$ cat config.mk
export PLATFORM = sky130hd
export DESIGN_NAME = clid_ctrl
export DESIGN_NICKNAME = d
export VERILOG_FILES = /design/src/rtl/core/clid_pkg.sv /design/src/rtl/core/clid_ctrl.sv
export SDC_FILE = /design/constraint.sdc
export NUM_CORES = 1
export LEC_CHECK = 0
export BUFFER_PORTS_ARGS = -buffer_cell sky130_fd_sc_hd__buf_4
export CAP_MARGIN = 30
export CORE_UTILIZATION = 45
export CTS_CLUSTER_SIZE = 8
export DETAILED_ROUTE_END_ITERATION = 10
export GPL_ROUTABILITY_DRIVEN = 0
export PLACE_DENSITY = 0.87
export SKIP_CTS_REPAIR_TIMING = 1
export SLEW_MARGIN = 20
export SYNTH_ARGS = -nofsm -noshare
export SYNTH_HDL_FRONTEND = slang
export SYNTH_SLANG_ARGS = --single-unit
$ cat constraint.sdc
create_clock -name clk_i -period 3.2 [get_ports clk_i]
set_clock_uncertainty 0.05 [all_clocks]
set_input_delay 0.16 -clock clk_i [delete_from_list [all_inputs] [get_ports clk_i]]
set_output_delay 0.16 -clock clk_i [all_outputs]
set_load 0.1 [all_outputs]
$ cat src/rtl/core/clid_pkg.sv
// ----------------------------------------------------------------------------
// Chopper lock-in demodulator package
// Shared widths, register codes, controller/datapath command and status
// structs, and the octant sine/cosine series used to build the phase table.
// ----------------------------------------------------------------------------
`default_nettype none

package clid_pkg;

  localparam int unsigned WINDOW_DEPTH_DEF = 65536;
  localparam int unsigned MAX_PERIOD_DEF   = 1024;
  localparam int unsigned PHASE_BITS_DEF   = 10;

  localparam int unsigned SAMPLE_W  = 16;
  localparam int unsigned WLEN_W    = 17;
  localparam int unsigned CFG_IDX_W = 1;
  localparam int unsigned MAG_W     = 16;
  localparam int unsigned CIDX_W    = 16;
  localparam int unsigned COEF_W    = 17;
  localparam int unsigned PROD_W    = 32;
  localparam int unsigned MEAN_W    = 31;
  localparam int unsigned CS_W      = 2 * COEF_W;

  localparam logic [WLEN_W-1:0]    WLEN_RESET = 17'd65536;
  localparam logic [MAG_W:0]       MAG_MAX    = 17'd32768;
  localparam logic [CFG_IDX_W-1:0] CFG_WINDOW_LEN = 1'b0;
  localparam logic [CFG_IDX_W-1:0] CFG_INVERT_LR  = 1'b1;

  localparam logic [63:0] Q30_ONE       = 64'd1073741824;
  localparam logic [63:0] PI_OVER_4_Q30 = 64'd843314857;

  typedef struct packed {
    logic load;
    logic decide;
    logic issue;
    logic latch_phase;
    logic tab;
    logic cs;
    logic mul;
    logic rd_oldest;
    logic drop;
    logic push;
    logic chunk;
    logic mean_re;
    logic mean_im;
    logic mean_fin;
    logic sq1;
    logic sq2;
    logic sqrt_start;
    logic emit;
  } clid_cmd_t;

  typedef struct packed {
    logic ref_edge;
    logic div_done;
    logic last;
    logic fill_ge_len;
    logic fill_gt_len;
    logic fill_eq_len;
    logic end_flag;
    logic mean_done;
    logic sqrt_done;
    logic out_busy;
  } clid_stat_t;

  // r: angle with 2^32 per turn, in [0, 2^29] (one octant) -> {sin, cos} rounded to Q1.15
  function automatic logic [CS_W-1:0] clid_taylor(input logic [63:0] r);
    logic [63:0] x;
    logic [63:0] x2;
    logic [63:0] t;
    logic [63:0] sn;
    logic [63:0] cs;
    logic [63:0] s15;
    logic [63:0] c15;
    x  = (r * PI_OVER_4_Q30) >> 29;
    x2 = (x * x) >> 30;
    t  = Q30_ONE - x2 / 64'd72;
    t  = Q30_ONE - ((x2 * t) >> 30) / 64'd42;
    t  = Q30_ONE - ((x2 * t) >> 30) / 64'd20;
    t  = Q30_ONE - ((x2 * t) >> 30) / 64'd6;
    sn = (x * t) >> 30;
    t  = Q30_ONE - x2 / 64'd90;
    t  = Q30_ONE - ((x2 * t) >> 30) / 64'd56;
    t  = Q30_ONE - ((x2 * t) >> 30) / 64'd30;
    t  = Q30_ONE - ((x2 * t) >> 30) / 64'd12;
    t  = Q30_ONE - ((x2 * t) >> 30) / 64'd2;
    cs = t;
    s15 = (sn + 64'd16384) >> 15;
    c15 = (cs + 64'd16384) >> 15;
    return {s15[COEF_W-1:0], c15[COEF_W-1:0]};
  endfunction

endpackage

`default_nettype wire

$ cat src/rtl/core/clid_ctrl.sv
// ----------------------------------------------------------------------------
// Lock-in controller
// Sequences decide, period flush, window update and chunk-end result.
// ----------------------------------------------------------------------------
`default_nettype none

module clid_ctrl (
  input  wire logic                 clk_i,
  input  wire logic                 rst_ni,
  input  wire logic                 in_valid_i,
  output logic                      in_ready_o,
  input  wire clid_pkg::clid_stat_t stat_i,
  output clid_pkg::clid_cmd_t       cmd_o
);

  typedef enum logic [4:0] {
    S_IDLE, S_DECIDE, S_PREP, S_DIV, S_TAB, S_CS, S_MUL, S_CHK, S_DROP,
    S_TAIL, S_ECHK, S_EDROP, S_MRE, S_MIM, S_SQ1, S_SQ2, S_SQS, S_SQRT, S_EMIT
  } state_e;

  state_e state_q;
  state_e state_d;
  logic   ready_q;

  always_comb begin
    cmd_o   = '0;
    state_d = state_q;
    case (state_q)
      S_IDLE: begin
        if (in_valid_i && ready_q) begin
          cmd_o.load = 1'b1;
          state_d    = S_DECIDE;
        end
      end
      S_DECIDE: begin
        cmd_o.decide = 1'b1;
        state_d      = stat_i.ref_edge ? S_PREP : S_TAIL;
      end
      S_PREP: begin
        cmd_o.issue = 1'b1;
        state_d     = S_DIV;
      end
      S_DIV: begin
        if (stat_i.div_done) begin
          cmd_o.latch_phase = 1'b1;
          state_d           = S_TAB;
        end
      end
      S_TAB: begin
        cmd_o.tab = 1'b1;
        state_d   = S_CS;
      end
      S_CS: begin
        cmd_o.cs = 1'b1;
        state_d  = S_MUL;
      end
      S_MUL: begin
        cmd_o.mul = 1'b1;
        state_d   = S_CHK;
      end
      S_CHK: begin
        if (stat_i.fill_ge_len) begin
          cmd_o.rd_oldest = 1'b1;
          state_d         = S_DROP;
        end else begin
          cmd_o.push = 1'b1;
          state_d    = stat_i.last ? S_TAIL : S_PREP;
        end
      end
      S_DROP: begin
        cmd_o.drop = 1'b1;
        state_d    = S_CHK;
      end
      S_TAIL: begin
        if (stat_i.end_flag) begin
          cmd_o.chunk = 1'b1;
          state_d     = S_ECHK;
        end else begin
          state_d = S_IDLE;
        end
      end
      S_ECHK: begin
        if (stat_i.fill_gt_len) begin
          cmd_o.rd_oldest = 1'b1;
          state_d         = S_EDROP;
        end else if (stat_i.fill_eq_len) begin
          cmd_o.mean_re = 1'b1;
          state_d       = S_MRE;
        end else begin
          state_d = S_IDLE;
        end
      end
      S_EDROP: begin
        cmd_o.drop = 1'b1;
        state_d    = S_ECHK;
      end
      S_MRE: begin
        if (stat_i.mean_done) begin
          cmd_o.mean_im = 1'b1;
          state_d       = S_MIM;
        end
      end
      S_MIM: begin
        if (stat_i.mean_done) begin
          cmd_o.mean_fin = 1'b1;
          state_d        = S_SQ1;
        end
      end
      S_SQ1: begin
        cmd_o.sq1 = 1'b1;
        state_d   = S_SQ2;
      end
      S_SQ2: begin
        cmd_o.sq2 = 1'b1;
        state_d   = S_SQS;
      end
      S_SQS: begin
        cmd_o.sqrt_start = 1'b1;
        state_d          = S_SQRT;
      end
      S_SQRT: begin
        if (stat_i.sqrt_done) begin
          state_d = S_EMIT;
        end
      end
      S_EMIT: begin
        if (!stat_i.out_busy) begin
          cmd_o.emit = 1'b1;
          state_d    = S_IDLE;
        end
      end
      default: begin
        state_d = S_IDLE;
      end
    endcase
  end

  always_ff @(posedge clk_i or negedge rst_ni) begin
    if (!rst_ni) begin
      state_q <= S_IDLE;
      ready_q <= 1'b1;
    end else begin
      state_q <= state_d;
      ready_q <= (state_d == S_IDLE);
    end
  end

  assign in_ready_o = ready_q;

endmodule

`default_nettype wire

==> flow_metrics.tcl <==
set metrics [dict create \
    setup_slack_ns 0.987 \
    cp.arrival_ns 2.00 \
    grt_pass1_wl_um 2900 \
    synthCells 94 \
    grtUsageTotal 0.257 \
    n_fill_cell 115 \
    hold_path_class "in -> async" \
    synth_area_um2 664 \
    port_buffers 31 \
    p_total_mw 1.03 \
    clockRootBuffer "clkbuf_4" \
    synth_compound_area_frac 0.185 \
    synth_top_family_by_area "simple AND/OR/NAND/NOR gates" \
    rsz0062_at_grt "no" \
    path_class "reg -> out" \
    period_needed_ns 2.21 \
    synthMuxAreaShare 0 \
    grt_pass1_vias 667 \
    critPathCaptureType "output pin" \
    drtIter0Drc 30 \
    fmax_mhz 452 \
    dp_hpwl_um 1510 \
    drt_wl_total_um 1960 \
    cts.reportedPaths.clkPinSlew_ns 0.05 \
    antenna_found_initial 0 \
    path_max_fanout 18 \
    grt_overflow 0 \
    row_count 13 \
    drv_cap 0 \
    reg2regPathDepth 5 \
    die_w_um 40.4 \
    final.period_utilization 0.692 \
    report.final.slew_viol_count 0 \
    dr.pass1.iters 4 \
    dieArea_mm2 0.00163 \
    ant_nets 0 \
    multi_input_area_um2 492 \
    numCtsBuffers 3 \
    critPathLaunchType "flip-flop" \
    grt_max_degree 19 \
    clock_sinks 6 \
    crit_required_ns 2.99 \
    dpl_cell_area_um2 910 \
    yosys_warnings 0 \
    post_drt_via_cell_ratio 5.95 \
    tightest_slew_ns 0.552 \
    regArea_um2 151 \
    setup-tns-final_ns 0 \
    peakVddDrop_uv 585 \
    dpl.cell_count 135 \
    worstSkewPairLatency_ns 0.25 \
    hold_viol_final 0 \
    pre_cts_ws_ns 1.26 \
    start_util 0.498 \
    synth_xor_area_frac 0.0132 \
    drc 0 \
    ys_types 38 \
    ys_seq_elements 6 \
    stdcell_count 140 \
    final_nets 139 \
    finalSetupViolCount 0 \
    clock_tree.buffer_depth 2 \
    antenna_cells 0 \
    drive_gt1_frac 0.384 \
    cts_tree "yes" \
    design_area_um2 946 \
    cts_max_level 1 \
    synthAdderAreaFrac 0 \
    core_mm2 0.00133 \
    ios 32 \
    synth-edff-count 0 \
    slew_headroom 0.632 \
    vias 833 \
    dieHeight_um 40.4 \
    pwr_density_cell_mw_per_mm2 1090 \
    power.static_leakage_nw 0.413 \
    synthSimpleGateAreaFrac 0.510 \
    syn_nets 107 \
    async_reset_ff_frac 1.00 \
    synth_flop_cell "dfrtp_1" \
    synth_area_per_cell_um2 7.07 \
    syn2layout_area_growth_pct 42.4 \
    status "finished clean" \
    wl_per_cell_um 14.0 \
    synth-seq-area-share 0.228 \
]
-- registers in the layout (all words and copies together), names as in the netlist --
signal,count
state_q,5
in_ready_o,1
-- cell type report --
cell class / count / share of cell area
clock buffer: 4 / 0.0278
inverter: 4 / 0.0159
timing repair buffer: 32 / 0.257
sequential: 6 / 0.160
tap: 15 / 0.0198
multi-input combinational: 79 / 0.520
-- synth_stat cells (2+ instances only) --
master,number,share of area
nor2_1,17,0.096
nor3_1,10,0.075
nand2_1,6,0.034
dfrtp_1,5,0.19
a21oi_1,4,0.030
buf_2,4,0.030
inv_1,4,0.023
nand2b_1,3,0.028
nand3b_1,3,0.034
o21ai_0,3,0.023
o22ai_1,3,0.028
a32oi_1,2,0.026
or2_2,2,0.019
or3_1,2,0.019
or3b_1,2,0.026
or3b_2,2,0.026
-- cell families (layout without fill, tap and decap cells) --
kind of cell           count (synthesis)  in the layout
XOR/XNOR                               1              1
AND/OR/NAND/NOR                       59             59
flip-flops                             6              6
AO/OA/AOI/OAI                         19             19
buffers and inverters                  9             40
-- routing by layer --
layer,share of wire,vias up,GRT usage
li1,-,406,-
met2,0.50,45,0.464
met4,0.016,0,0.0417
met3,0.065,4,0.0222
met5,0,-,0
met1,0.42,378,0.330
-- where the power goes --
group	total, mW	leakage, nW	switching, mW	internal [mW]
Sequential	0.217	0.0737	0.107	0.110
Clock	0.0774	0.0150	0.0300	0.0474
Combinational	0.736	0.324	0.516	0.220
-- critical path: stages, from the launching register on --
cell	delay (ns)
dfrtp_1	0.68
nand2b_2	0.17
or3_4	0.42
o22ai_1	0.17
buf_4	0.31
-- per-stage QoR --
stage	hold WS (ns)	utilization
3_5_place_dp	-0.0826	0.682
6_report	0.199	0.709
3_3_place_gp	-0.0831	0.682
4_1_cts	-0.342	0.702
2_1_floorplan	-0.186	-
5_1_grt	0.203	0.709
-- final timing paths --
| kind | end | slack [ns] | from |
|---|---|---|---|
| worst max-delay path | cmd_o[10] | 0.99 | state_q[2] |
| max in group asynchronous | in_ready_o | 2.70 | rst_ni |
| worst min register to register | state_q[2] | 0.80 | state_q[1] |
| worst min-delay path | state_q[4] | 0.20 | rst_ni |
| min in group clk_i | state_q[2] | 0.23 | stat_i[8] |
| worst max register to register | in_ready_o | 1.23 | state_q[0] |
-- placed cells by master, fill, tap and decap left out, drive strengths merged --
cell and count:
buf 31, nor2 18, o21ai 4, nor2b 1, o22ai 3, a31o 1
a32oi 2, nand4 1, clkbuf 4, o311ai 1, xor2 1, o211ai 1
nand4b 1, or3 3, nand2 6, a22oi 1, nor3b 1, nor4b 1
nand3 1, a31oi 1, and3b 1, nand2b 4, a21boi 1, nand3b 3
dfstp 1, nor4 1, or2 2, inv 4, dlygate4sd3 1, a21oi 4
nand4bb 1, nor3 10, dfrtp 5, or3b 4
(Power assumes the default switching activity.)
